### config.mk
export PLATFORM = sky130hd
export DESIGN_NAME = strict_decimal_to_int64_parser
export DESIGN_NICKNAME = d
export VERILOG_FILES = /design/src/design/sdp_pkg.sv /design/src/design/sdp_front.sv /design/src/design/sdp_queue.sv /design/src/design/sdp_back.sv /design/src/design/strict_decimal_to_int64_parser.sv
export SDC_FILE = /design/constraint.sdc
export NUM_CORES = 1
export LEC_CHECK = 0
export ABC_AREA = 1
export ABC_CLOCK_PERIOD_IN_PS = 6300
export BUFFER_PORTS_ARGS = -buffer_cell sky130_fd_sc_hd__clkbuf_2
export CORE_MARGIN = 5
export CORE_UTILIZATION = 62
export DETAILED_ROUTE_END_ITERATION = 7
export PLACE_DENSITY = 0.82
export SYNTH_ARGS = -nofsm -noshare
export SYNTH_HDL_FRONTEND = slang
export SYNTH_SLANG_ARGS = --single-unit
### constraint.sdc
create_clock -name clk -period 6.3 [get_ports clk]
set_input_delay 1.26 -clock clk [delete_from_list [all_inputs] [get_ports clk]]
set_output_delay 1.26 -clock clk [all_outputs]
set_load 0.02 [all_outputs]
### src/design/sdp_pkg.sv
package sdp_pkg;

	localparam logic [7:0] CH_MINUS = 8'h2D;
	localparam logic [7:0] CH_ZERO  = 8'h30;
	localparam logic [7:0] CH_ONE   = 8'h31;
	localparam logic [7:0] CH_NINE  = 8'h39;

	localparam int QDEPTH = 4;
	localparam int QPTR_W = $clog2(QDEPTH);
	localparam int QCNT_W = $clog2(QDEPTH + 1);

	localparam int APB_AW = 3;
	localparam logic REG_NARROW_RANGE = 1'b0;

	typedef struct packed {
		logic [7:0] char_byte;
		logic       is_empty;
		logic       last;
	} sdp_in_t;

	typedef struct packed {
		logic              ok;
		logic signed [63:0] value;
	} sdp_out_t;

	typedef enum logic [1:0] {
		TK_MINUS,
		TK_ZERO,
		TK_NONZERO,
		TK_OTHER
	} tok_kind_t;

	typedef struct packed {
		tok_kind_t  kind;
		logic [3:0] digit;
		logic       is_empty;
		logic       last;
	} sdp_tok_t;

	typedef enum logic [1:0] {
		PH_START,
		PH_SIGN,
		PH_DIGIT
	} parse_phase_t;

endpackage

### src/design/sdp_front.sv
module sdp_front import sdp_pkg::*; (
	input  sdp_in_t  in_word,
	output sdp_tok_t tok
);

	always_comb begin
		tok.digit    = in_word.char_byte[3:0];
		tok.is_empty = in_word.is_empty;
		tok.last     = in_word.last;
		if (in_word.char_byte == CH_MINUS) begin
			tok.kind = TK_MINUS;
		end else if (in_word.char_byte == CH_ZERO) begin
			tok.kind = TK_ZERO;
		end else if (in_word.char_byte >= CH_ONE && in_word.char_byte <= CH_NINE) begin
			tok.kind = TK_NONZERO;
		end else begin
			tok.kind = TK_OTHER;
		end
	end

endmodule

### src/design/sdp_queue.sv
module sdp_queue import sdp_pkg::*; (
	input  logic     clk,
	input  logic     arst_n,
	input  logic     push,
	input  sdp_tok_t push_tok,
	output logic     full,
	output logic     tok_valid,
	output sdp_tok_t tok,
	input  logic     pop
);

	sdp_tok_t            mem_q [QDEPTH];
	logic [QPTR_W-1:0]   wr_ptr_q;
	logic [QPTR_W-1:0]   rd_ptr_q;
	logic [QCNT_W-1:0]   cnt_q;

	assign full      = (cnt_q == QCNT_W'(QDEPTH));
	assign tok_valid = (cnt_q != '0);
	assign tok       = mem_q[rd_ptr_q];

	always_ff @(posedge clk) begin
		if (push) begin
			mem_q[wr_ptr_q] <= push_tok;
		end
	end

	always_ff @(posedge clk or negedge arst_n) begin
		if (!arst_n) begin
			wr_ptr_q <= '0;
			rd_ptr_q <= '0;
			cnt_q    <= '0;
		end else begin
			if (push) begin
				wr_ptr_q <= (wr_ptr_q == QPTR_W'(QDEPTH - 1)) ? '0 : wr_ptr_q + 1'b1;
			end
			if (pop) begin
				rd_ptr_q <= (rd_ptr_q == QPTR_W'(QDEPTH - 1)) ? '0 : rd_ptr_q + 1'b1;
			end
			unique case ({push, pop})
				2'b10:   cnt_q <= cnt_q + 1'b1;
				2'b01:   cnt_q <= cnt_q - 1'b1;
				default: cnt_q <= cnt_q;
			endcase
		end
	end

endmodule

### src/design/sdp_back.sv
module sdp_back import sdp_pkg::*; (
	input  logic     clk,
	input  logic     arst_n,
	input  logic     narrow_range,
	input  logic     tok_valid,
	input  sdp_tok_t tok,
	output logic     pop,
	output logic     out_valid,
	input  logic     out_stall,
	output sdp_out_t out_word
);

	// string accumulator
	parse_phase_t phase_q;
	logic         neg_q;
	logic [63:0]  mag_q;
	logic         only_zero_q;
	logic         failed_q;

	// finish stage
	logic         fin_v_s1;
	logic         fin_ok_s1;
	logic         fin_neg_s1;
	logic [63:0]  fin_mag_s1;

	logic         out_v_q;
	sdp_out_t     out_q;

	parse_phase_t phase_d;
	logic         neg_d;
	logic [63:0]  mag_d;
	logic         only_zero_d;
	logic         failed_d;
	logic [67:0]  mac;
	logic         ends;
	logic         out_free;
	logic         fin_free;
	logic         in_range;
	sdp_out_t     res;

	assign ends     = tok.is_empty | tok.last;
	assign out_free = !out_v_q || !out_stall;
	assign fin_free = !fin_v_s1 || out_free;
	assign pop      = tok_valid && (!ends || fin_free);

	assign mac = {1'b0, mag_q, 3'b000} + {3'b000, mag_q, 1'b0} + {64'd0, tok.digit};

	always_comb begin
		phase_d     = phase_q;
		neg_d       = neg_q;
		mag_d       = mag_q;
		only_zero_d = only_zero_q;
		failed_d    = failed_q;
		if (!failed_q) begin
			unique case (phase_q)
				PH_START: begin
					unique case (tok.kind)
						TK_MINUS: begin
							neg_d   = 1'b1;
							phase_d = PH_SIGN;
						end
						TK_NONZERO: begin
							mag_d   = {60'd0, tok.digit};
							phase_d = PH_DIGIT;
						end
						TK_ZERO: begin
							only_zero_d = 1'b1;
							phase_d     = PH_DIGIT;
						end
						default: failed_d = 1'b1;
					endcase
				end
				PH_SIGN: begin
					if (tok.kind == TK_NONZERO) begin
						mag_d   = {60'd0, tok.digit};
						phase_d = PH_DIGIT;
					end else begin
						failed_d = 1'b1;
					end
				end
				default: begin
					// any digit after a lone zero, a non-digit, or overflow fails
					if (only_zero_q || tok.kind == TK_MINUS || tok.kind == TK_OTHER
					    || mac[67:64] != 4'd0) begin
						failed_d = 1'b1;
					end else begin
						mag_d = mac[63:0];
					end
				end
			endcase
		end
		if (tok.is_empty) begin
			failed_d = 1'b1;
		end
	end

	always_ff @(posedge clk or negedge arst_n) begin
		if (!arst_n) begin
			phase_q     <= PH_START;
			neg_q       <= 1'b0;
			mag_q       <= '0;
			only_zero_q <= 1'b0;
			failed_q    <= 1'b0;
		end else if (pop) begin
			if (ends) begin
				phase_q     <= PH_START;
				neg_q       <= 1'b0;
				mag_q       <= '0;
				only_zero_q <= 1'b0;
				failed_q    <= 1'b0;
			end else begin
				phase_q     <= phase_d;
				neg_q       <= neg_d;
				mag_q       <= mag_d;
				only_zero_q <= only_zero_d;
				failed_q    <= failed_d;
			end
		end
	end

	always_ff @(posedge clk or negedge arst_n) begin
		if (!arst_n) begin
			fin_v_s1 <= 1'b0;
		end else if (fin_free) begin
			fin_v_s1 <= pop && ends;
		end
	end

	always_ff @(posedge clk) begin
		if (fin_free && pop && ends) begin
			fin_ok_s1  <= !failed_d && phase_d != PH_START && phase_d != PH_SIGN;
			fin_neg_s1 <= neg_d;
			fin_mag_s1 <= mag_d;
		end
	end

	always_comb begin
		if (fin_neg_s1) begin
			in_range = narrow_range
				? (fin_mag_s1[63:32] == '0 && (!fin_mag_s1[31] || fin_mag_s1[30:0] == '0))
				: (!fin_mag_s1[63] || fin_mag_s1[62:0] == '0);
		end else begin
			in_range = narrow_range ? (fin_mag_s1[63:31] == '0) : !fin_mag_s1[63];
		end
		res.ok    = fin_ok_s1 && in_range;
		res.value = !res.ok ? '0
			: fin_neg_s1 ? $signed(~fin_mag_s1 + 64'd1) : $signed(fin_mag_s1);
	end

	always_ff @(posedge clk or negedge arst_n) begin
		if (!arst_n) begin
			out_v_q <= 1'b0;
		end else if (out_free) begin
			out_v_q <= fin_v_s1;
		end
	end

	always_ff @(posedge clk) begin
		if (out_free && fin_v_s1) begin
			out_q <= res;
		end
	end

	assign out_valid = out_v_q;
	assign out_word  = out_q;

endmodule

### src/design/strict_decimal_to_int64_parser.sv
// Path: once the word carrying last (or the empty flag) is accepted, its token
// passes the queue, then the finish stage (fin_*_s1) and the output register.
// Throughput: one input word per cycle sustained while the queue is not full; the
// accumulator does one multiply-by-ten and add per popped token. Reset (arst_n low, asynchronous) clears
// the queue, the string state and both result stages; narrow_range resets to 0.
module strict_decimal_to_int64_parser import sdp_pkg::*; (
	input  logic              clk,
	input  logic              arst_n,
	// input byte stream
	input  logic              in_valid,
	output logic              in_stall,
	input  sdp_in_t           in_word,
	// result stream
	output logic              out_valid,
	input  logic              out_stall,
	output sdp_out_t          out_word,
	// configuration port
	input  logic              psel,
	input  logic              penable,
	input  logic              pwrite,
	input  logic [APB_AW-1:0] paddr,
	input  logic [31:0]       pwdata,
	output logic [31:0]       prdata,
	output logic              pready
);

	logic     narrow_q;
	logic     q_full;
	logic     q_push;
	logic     q_pop;
	logic     tok_valid;
	sdp_tok_t front_tok;
	sdp_tok_t back_tok;

	// Single register at byte address 0; the word index is paddr[2].
	assign pready = 1'b1;
	assign prdata = (paddr[2] == REG_NARROW_RANGE) ? {31'd0, narrow_q} : 32'd0;

	always_ff @(posedge clk or negedge arst_n) begin
		if (!arst_n) begin
			narrow_q <= 1'b0;
		end else if (psel && penable && pwrite && paddr[2] == REG_NARROW_RANGE) begin
			narrow_q <= pwdata[0];
		end
	end

	// Front: classify each byte into a token and push it into the queue.
	// Stall only when the queue is full, so input flows while results wait.
	assign in_stall = q_full;
	assign q_push   = in_valid && !q_full;

	sdp_front u_front (
		.in_word (in_word),
		.tok     (front_tok)
	);

	// Short token queue: decouples byte intake from the accumulator.
	sdp_queue u_queue (
		.clk       (clk),
		.arst_n    (arst_n),
		.push      (q_push),
		.push_tok  (front_tok),
		.full      (q_full),
		.tok_valid (tok_valid),
		.tok       (back_tok),
		.pop       (q_pop)
	);

	// Back: accumulate digits, then range check, sign and register the result.
	sdp_back u_back (
		.clk          (clk),
		.arst_n       (arst_n),
		.narrow_range (narrow_q),
		.tok_valid    (tok_valid),
		.tok          (back_tok),
		.pop          (q_pop),
		.out_valid    (out_valid),
		.out_stall    (out_stall),
		.out_word     (out_word)
	);

endmodule

==> metrics.md <==
| Metric | Value |
|---|---|
| Status | `finished, violations left` |
| Failing checks | `DRC` |
| EDFF count, synth | `163` |
| Fmax | `0.194 GHz` |
| RSZ-0062 raised after global routing | `no` |
| Hold Slack | `0.483 ns` |
| Max FO, Critical Path | `22` |
| Hold path cells | `1` |
| R2R cell count | `25` |
| DR WL/cell | `17.9 µm` |
| Ys Warns | `0` |
| Hold Vio Cnt, Final | `0` |
| Die width | `185 µm` |
| Tmin final | `5.16 ns` |
| Post-CTS Hold Buffers | `0` |
| Antenna cells | `0` |
| Clk sinks | `242` |
| Slew @ Worst Pin | `1.11 ns` |
| Largest cells by area after synthesis | `edfxtp_1, nand2_1, dfrtp_1` |
| Post-Place Cell Area | `19600 µm²` |
| Final setup TNS | `0 ns` |
| H-tree depth | `1` |
| Most frequent cells in the layout | `nand2_1, nor2_1, inv_1, edfxtp_1, ha_1` |
| Syn-to-layout area delta | `7.40%` |
| Ys flop type | `edfxtp_1` |
| Die Y | `185 µm` |
| Via count | `17.6k` |
| Hold wc startpoint | `u_queue.cnt_q[0]` |
| HP Class | `reg2reg` |
| Detailed placement HPWL | `43800 µm` |
| # setup viols final | `0` |
| Nets@finish | `2882` |
| Post-synth top area share | `25.8%` |
| Max VDD drop | `0.397 mV` |
| Reg-to-reg startpoint | `u_queue.rd_ptr_q[0]` |
| Pin count of the biggest net entering global routing | `93` |
| All-Layer GR Usage | `32.1%` |
| Crit path DAT | `5.43 ns` |
| Row count | `64` |
| Routed vias/inst | `5.68` |
| Flop and latch count out of synthesis | `242` |
| PortBufs | `86` |
| Relative slew slack | `25.8%` |
| Fin crit share | `82.0%` |
| Reg clk slew, reported paths | `0.07 ns` |
| Clk Latency, worst-skew pair | `0.53 ns` |
| Layout cells sized above 1 | `9.06%` |
| Initial antenna violation count | `0` |
| I/O pin total | `152` |
| Leading cell type in the layout, fill and taps excluded | `nand2_1` |
| Setup slack, reg-to-reg | `1.14 ns` |
| Post-route cell area | `20400 µm²` |
| Antenna-violating nets left | `0` |
| Die area | `34200 µm²` |
| Routability Congestion | `1.02` |
| Critical path required time | `6.57 ns` |
| Sequential area share after synthesis | `36.3%` |
| Synth Area per Inst | `7.21 µm²` |
| Final wirelength | `55600 µm` |
| Drt drc | `28` |
| Cells after DPL | `3059` |
| Mapped Cells | `2628` |
| Total core area | `30300 µm²` |
| Max Cap Violations | `0` |
| Vias in the first global route | `16.5k` |
| Post-synth top area cell | `edfxtp_1` |
| CTS root buffer | `clkbuf_16` |
| Final Max Slew Viols | `0` |
| Power consumption | `8.71 mW` |
| Crit Path Class | `reg2reg` |
| Fin cells | `3101` |
| RR Endpoint | `u_back.fin_mag_s1[7]` |
| Pleak | `10.3 nW` |
| CP top delay family | `simple AND/OR/NAND/NOR gates` |
| Synth Cell Area | `18900 µm²` |
| Pwr/cell area | `428 nW/µm²` |
| Post-cts repair resize count | `0` |
| First-pass GRT wire length | `87400 µm` |
| Slowest cell on the critical path | `fa_1` |
| Post-CTS setup buffer count | `0` |
| Cts bufs inserted | `23` |
| Initial DRC count | `2359` |
| Distinct cells, synth | `56` |
| Top cell by count, worst path | `nand2_1` |
| Async SR Flop Fraction | `32.6%` |
| Global route overflow | `0` |
| TritonCTS clock tree | `done` |
| Kind of end point of the critical path | `flop` |
| CP peak stage delay | `0.56 ns` |
| Worst Skew | `0.0244 ns` |
| Worst setup SP type | `flop` |
| Starting Density | `62.4%` |
| Clock buffer depth | `3` |
| Total iterations of the first detailed-routing run | `8` |
| Hold Path End | `u_queue.cnt_q[0]` |
| Buf+Inv Stages, Crit Path | `3` |
| Fill count | `2530` |
synth_stat cells, types with 6 or more instances:
library cell,instances
nand2_1,906
nor2_1,298
inv_1,275
edfxtp_1,163
ha_1,139
a21oi_1,117
nand3_1,112
dfrtp_1,79
xor2_1,64
o21ai_0,49
nor3_1,38
buf_4,35
xnor2_1,34
clkbuf_1,32
o21bai_1,28
inv_2,26
nand4_1,24
nor4_1,24
nor2_2,18
nand2_2,16
a21oi_2,15
nand3b_1,15
o21ai_1,15
buf_2,14
o21ai_2,14
buf_6,8
a31oi_1,6
cells by family after synthesis:
family / share of synthesized area, %
and+or+nand+nor: 32.1
buffers and inverters: 8.95
AOI/OAI and AO/OA: 8.58
DFF: 36.3
adders and majority gates: 9.50
xor gates and xnor gates: 4.53
other: 0.0396
flip-flops by register name, indices dropped and copies added (netlist names):
name	cells
u_back.out_word	65
u_back.fin_mag_s1	64
u_back.mag_q	64
u_queue.mem_q	32
u_queue.cnt_q	3
u_back.phase_q	2
u_queue.rd_ptr_q	2
u_queue.wr_ptr_q	2
narrow_q	1
u_back.failed_q	1
u_back.fin_neg_s1	1
u_back.fin_ok_s1	1
u_back.fin_v_s1	1
u_back.neg_q	1
u_back.only_zero_q	1
u_back.out_valid	1
routing by layer:
| metal | GRT usage, % | routed length (µm) | vias up |
|---|---|---|---|
| met5 | 0 | 0 | - |
| met2 | 51.7 | 24800 | 857 |
| li1 | - | - | 8553 |
| met4 | 6.72 | 1240 | 0 |
| met1 | 47.2 | 24400 | 8102 |
| met3 | 4.12 | 5210 | 101 |
worst max path at each step:
stage,cells after the start,from,slack (ns),endpoint
after detailed placement,25,u_queue.rd_ptr_q[0],1.27,u_back.fin_mag_s1[7]
after CTS,25,u_queue.rd_ptr_q[0],1.23,u_back.fin_mag_s1[7]
final,25,u_queue.rd_ptr_q[0],1.14,u_back.fin_mag_s1[7]
after floorplan,8,out_stall,1.01,u_back.phase_q[0]
after global routing,25,u_queue.rd_ptr_q[0],0.72,u_back.fin_mag_s1[44]
after global placement,25,u_queue.rd_ptr_q[0],1.42,u_back.fin_mag_s1[21]
layout make-up:
cell class	count	area [µm²]	share of cell area [%]
Multi-Input combinational cell	2020	10500	51.8
Sequential cell	242	6870	33.8
Inverter	302	1130	5.57
Clock buffer	28	636	3.12
Timing Repair Buffer	99	543	2.67
Tap cell	396	495	2.43
Clock inverter	14	134	0.658
through the flow:
step,util (%),worst slack [ns]
final,67.1,1.14
after global routing,67.1,0.715
after CTS,67.1,1.23
after detailed placement,64.5,1.27
after global placement,64.5,1.42
after floorplan,-,1.01
where the power goes:
group          internal (mW)  switching (mW)
Combinational           1.21            3.20
Sequential              2.45           0.455
Clock                  0.776           0.624
Note: power is estimated with default switching activity, not from simulation.
